`src/rtl/mts_pkg.sv`:
```
// ----------------------------------------------------------------------------
// Min tracking stack package
// Sizes, operation and status codes, and the types shared by the stack cells
// and the top level.
// ----------------------------------------------------------------------------
`timescale 1ns / 1ps
`default_nettype none

package mts_pkg;

   // Number of words the stack holds and the width of one word.
   localparam int DEPTH = 1024;
   localparam int WIDTH = 32;

   // Width of the fill counter, which must hold DEPTH itself.
   localparam int CNT_W = $clog2(DEPTH + 1);

   // Widths of the fields on the ports.
   localparam int OP_W     = 2;
   localparam int STATUS_W = 2;
   localparam int VAL_W    = 32;
   localparam int COUNT_W  = 11;

   // Result beat layout: popped, top, min, count, empty, padded to bytes.
   localparam int RSP_BITS   = 3 * VAL_W + COUNT_W + 1;
   localparam int RSP_DATA_W = ((RSP_BITS + 7) / 8) * 8;

   // Operation codes.
   localparam logic [OP_W-1:0] OP_PUSH  = 2'd0;
   localparam logic [OP_W-1:0] OP_POP   = 2'd1;
   localparam logic [OP_W-1:0] OP_CLEAR = 2'd2;
   localparam logic [OP_W-1:0] OP_QUERY = 2'd3;

   // Status codes.
   localparam logic [STATUS_W-1:0] ST_OK        = 2'd0;
   localparam logic [STATUS_W-1:0] ST_OVERFLOW  = 2'd1;
   localparam logic [STATUS_W-1:0] ST_UNDERFLOW = 2'd2;

   // One stack entry: the word and the minimum at or below its depth.
   typedef struct packed {
      logic [WIDTH-1:0] min_word;
      logic [WIDTH-1:0] word;
   } entry_type;

   // Shift command broadcast to every cell of the chain.
   typedef struct packed {
      logic push;
      logic pop;
   } shift_type;

   // Sign-extend or cut a stored word to a 32-bit output field.
   function automatic logic [VAL_W-1:0] to_out32(input logic [WIDTH-1:0] w);
      logic signed [WIDTH-1:0] sw;
      sw = $signed(w);
      return VAL_W'(sw);
   endfunction

endpackage

`default_nettype wire

```
`src/rtl/mts_cell.sv`:
```
// ----------------------------------------------------------------------------
// Min tracking stack cell
// One level of the shift stack: loads from the level above on a push and
// from the level below on a pop, and holds otherwise.
// ----------------------------------------------------------------------------
`timescale 1ns / 1ps
`default_nettype none

module mts_cell (
   input  wire                        clock,
   input  wire mts_pkg::shift_type    shift,
   input  wire mts_pkg::entry_type    upper,
   input  wire mts_pkg::entry_type    lower,
   output mts_pkg::entry_type         entry
);

   mts_pkg::entry_type entry_ff;
   mts_pkg::entry_type entry_in;

   // Choose the neighbor to load from.
   always_comb begin
      priority if (shift.push) begin
         entry_in = upper;
      end else if (shift.pop) begin
         entry_in = lower;
      end else begin
         entry_in = entry_ff;
      end
   end

   // Payload only, so no reset.
   always_ff @(posedge clock) begin
      entry_ff <= entry_in;
   end

   assign entry = entry_ff;

endmodule

`default_nettype wire

```
`config.mk`:
```
export PLATFORM = sky130hd
export DESIGN_NAME = mts_cell
export DESIGN_NICKNAME = d
export VERILOG_FILES = /design/src/rtl/mts_pkg.sv /design/src/rtl/mts_cell.sv
export SDC_FILE = /design/constraint.sdc
export NUM_CORES = 1
export LEC_CHECK = 0
export BUFFER_PORTS_ARGS = -buffer_cell sky130_fd_sc_hd__buf_2
export CAP_MARGIN = 25
export CORE_UTILIZATION = 42
export CTS_CLUSTER_SIZE = 20
export DETAILED_ROUTE_END_ITERATION = 8
export PLACE_DENSITY = 0.81
export REMOVE_ABC_BUFFERS = 1
export SETUP_SLACK_MARGIN = 0.15
export SYNTH_ARGS = -nofsm -noshare
export SYNTH_HDL_FRONTEND = slang
export SYNTH_SLANG_ARGS = --single-unit
```
`constraint.sdc`:
```
create_clock -name clock -period 3.8 [get_ports clock]
set_input_delay 0.76 -clock clock [delete_from_list [all_inputs] [get_ports clock]]
set_output_delay 0.76 -clock clock [all_outputs]
set_load 0.05 [all_outputs]
```
# Yosys cells after proc, flatten, opt, wreduce, memory -nomap -nowiden
# Index checks and enable logic that the tools add are counted.
[word_totals]
elab_cells = 5
regBits = 64
inputBits = 131
out_inout_bits = 64
[classes]
n_reduce_logical = 1
muxes = 2
[ops]
columns = ["op", "n"]
rows = [
  ["two-way mux 64 bit", 2],
  ["nonzero test 2 bit", 1],
]

# Logic depth before layout (Yosys ltp)
[logic_depth]
depth_word = 2
mapped_depth = 3
depth_no_buf = 1

# Worst setup path before layout
# OpenSTA, ideal clock, no wires.
[synth_timing]
path_type = "input port to flip-flop"
from = "input port shift[1] (netlist bit)"
to = "register entry_ff (netlist bit entry[0]) (enable)"
path_stages = 3
setup_slack_ns = 0.866
setup_time_ns = 0.426
arrival_time_ns = 2.509
t_required_ns = 3.374
path_buffers = 2
path_cell_list = "buf_6 -> buf_6 -> or2_1"
[synth_between]
elab_chain_cells = 1
[synth_lines]
columns = ["item", "line_no", "source"]
rows = [
  ["start, declared", "mts_cell.sv:11", "input wire mts_pkg::shift_type shift,"],
  ["nonzero test 2 bit (no source line)", "n/a", ""],
  ["end signal, assigned", "mts_cell.sv:33", "entry_ff <= entry_in;"],
  ["end, declared", "mts_cell.sv:17", "mts_pkg::entry_type entry_ff;"],
]
# Every way passes these cells.
# A chain may end at the register's enable or synchronous reset.

==> run_results.csv <==
group,metric,value,unit
run_status,status,"completed",
worst_setup_path,criticalPathCategory,"in -> reg",
synth,synth.most_common_cell,"edfxtp_1",
power_and_ir_drop,seq_power_share,0.448,
clocking,cts.clk_slew.worst_paths,0.07,ns
detailed_routing,wirelength,6850,µm
worst_setup_path,slowest_delay,0.47,ns
power_and_ir_drop,ir_worst_vdd,208,µV
synth,avgSynthCellArea,21.4,µm²
die,die_h,85.2,µm
worst_setup_path,end_kind,"flop",
synth,synthTopCellsByCount,"edfxtp_1, mux2_4, mux2_2, buf_6",
detailed_routing,ant_nets,0,
die,rows,29,
clocking,cts_hold_buf,0,
global_route,grt_use_total,0.193,
worst_setup_path,crit_required,3.89,ns
detailed_routing,drc,0,
synth,synthFlopType,"edfxtp_1",
sta,finalSetupTns,0,ns
placement,dp_slack,1.45,ns
synth,yosys_warnings,0,
synth,yosysTopAreaCellShare,0.661,
global_route,antenna_found_initial,1,
die,io_pins,195,
global_route,grt_pass1_wl,10000,µm
die,die_width,85.2,µm
final_layout,syn_to_final_growth,42.1,%
clocking,clock_sinks,64,
synth,synthArstFlopShare,0,
worst_setup_path,crit_path_frequent_cell,"buf_4",
synth,synth-edff-count,64,
sta,rsz0062_at_grt,"false",
detailed_routing,routed_via_density,4.68,
detailed_routing,dr.pass1.iters,4,
clocking,clock_path_buffers,2,
synth,synth_area_leaders,"edfxtp_1, mux2_4, mux2_2",
worst_setup_path,worstSetupStartpointType,"input port",
sta,slew_violations,0,
power_and_ir_drop,pwr-share-comb,0.271,
die,start_util,0.447,
synth,yosysUniqueCellTypes,6,
sta,maxSlewHeadroom,0.662,
detailed_routing,wire_per_inst,16.3,µm
sta,fin_crit_sh,0.520,
sta,worst_slack,1.82,ns
clocking,cts_resized,0,
synth,synth_top_cell_by_area,"edfxtp_1",
sta,worstMarginPinSlew,0.506,ns
final_layout,filler_cell_count,487,
synth,seq_area_frac_synth,0.661,
die,dieArea,0.00725,mm²
synth,synthesis.area,0.00291,mm²
power_and_ir_drop,p_int,0.00134,W
die,placeableCoreArea,0.00649,mm²
worst_setup_path,slowest_stage,"buf_4",
global_route,grt_pass1_vias,1988,
clocking,htree_levels,3,
power_and_ir_drop,sw_frac_of_total,0.324,
worst_setup_path,cp_cell_sequence,"buf_4 -> buf_4 -> mux2_2",
global_route,grt_overflow_total,0,
sta,final-setup-viol-count,0,
clocking,root_buffer,"clkbuf_8",
clocking,cts_setup_buffers,0,
detailed_routing,first_iter_violations,83,
final_layout,largest_reg_flops,64,
power_and_ir_drop,powerDensity,480,mW/mm²
synth,ys_ff_latch,64,
sta,hold_viol_final,0,
detailed_routing,vias,1966,
power_and_ir_drop,clkPwrFrac,0.281,
clocking,numCtsBuffers,9,
worst_setup_path,crit_arrival,2.06,ns
final_layout,final_core_util,0.636,
sta,max_freq,0.506,GHz
sta,fin_hold_ws,0.716,ns
power_and_ir_drop,switchingPower,0.000642,W
placement,io_buffers,194,
worst_setup_path,cp_max_fo,31,
placement,gp_congestion,0.712,
flow_run,maxCapViolCount,0,
worst_setup_path,critPathTopFamily,"buffers and inverters",
power_and_ir_drop,leakagePower,1.99,nW
worst_hold_path,hold_class,"in -> reg",
final_layout,final_nets,468,
final_layout,drive_gt1_frac,0.807,
worst_setup_path,crit_buf_inv,2,
sta,min_period,1.98,ns
global_route,grt_max_degree,65,
clocking,cts_tree,"yes",
synth,syn_inst,136,
## kinds of logic after synthesis
logic type,after synthesis,synth area share
buffers and inverters,7,0.0250
DFF,64,0.661
muxes,64,0.311
and+or+nand+nor,1,0.00215
## area by class of cell
class                      instances  area (µm²)  area share
sequential                        64        1920       0.466
clock inverter                     6        60.1      0.0145
clock buffer                      10         128      0.0309
antenna                            1        2.50    0.000606
timing repair buffer             197        1010       0.244
multi-input combinational         65         911       0.221
tap                               77        96.3      0.0233
## worst paths after layout
path                        end  slack (ns)      start  depth (start not counted)
worst min-delay path  entry[39]        0.72  upper[39]                          2
worst max-delay path   entry[1]        1.82   shift[1]                          3
## power groups by stage
| stage | Clock, W | Sequential (W) | Combinational (W) |
|---|---|---|---|
| 5_1_grt | 0.000599 | 0.000894 | 0.000559 |
| 4_1_cts | 0.000571 | 0.000889 | 0.000541 |
| 3_5_place_dp | 0 | 0.000904 | 0.000540 |
| 3_3_place_gp | 0 | 0.000899 | 0.000533 |
| 2_1_floorplan | 0 | 0.00118 | 0.0000900 |
| 6_report | 0.000556 | 0.000888 | 0.000537 |
## stage by stage
| stage | total power, W | instance area, µm² | cells |
|---|---|---|---|
| CTS | 0.00200 | 4130 | 419 |
| global route | 0.00205 | 4130 | 420 |
| detailed placement | 0.00144 | 3940 | 403 |
| global placement | 0.00143 | 3940 | 403 |
| floorplan | 0.00127 | 2830 | 129 |
| finish | 0.00198 | 4130 | 420 |
## cells in the final DEF, fill, tap and decap left out
cell / count
mux2_4: 49
buf_4: 3
clkinv_1: 1
clkinv_4: 1
mux2_2: 15
buf_2: 193
diode_2: 1
clkinvlp_4: 1
or2_2: 1
clkinv_2: 2
buf_12: 1
clkbuf_8: 9
bufinv_16: 1
edfxtp_1: 64
clkbuf_1: 1
## metal layers
metal  part of all wire  GRT usage  wire [µm]  vias up
li1                   -          -          -      937
met1               0.35      0.203       2410      896
met2               0.53      0.340       3640      117
met3              0.088     0.0642        601       16
met4              0.029      0.108        196        0
met5                  0          0          0        -
Power figures use the tool's default switching activity.
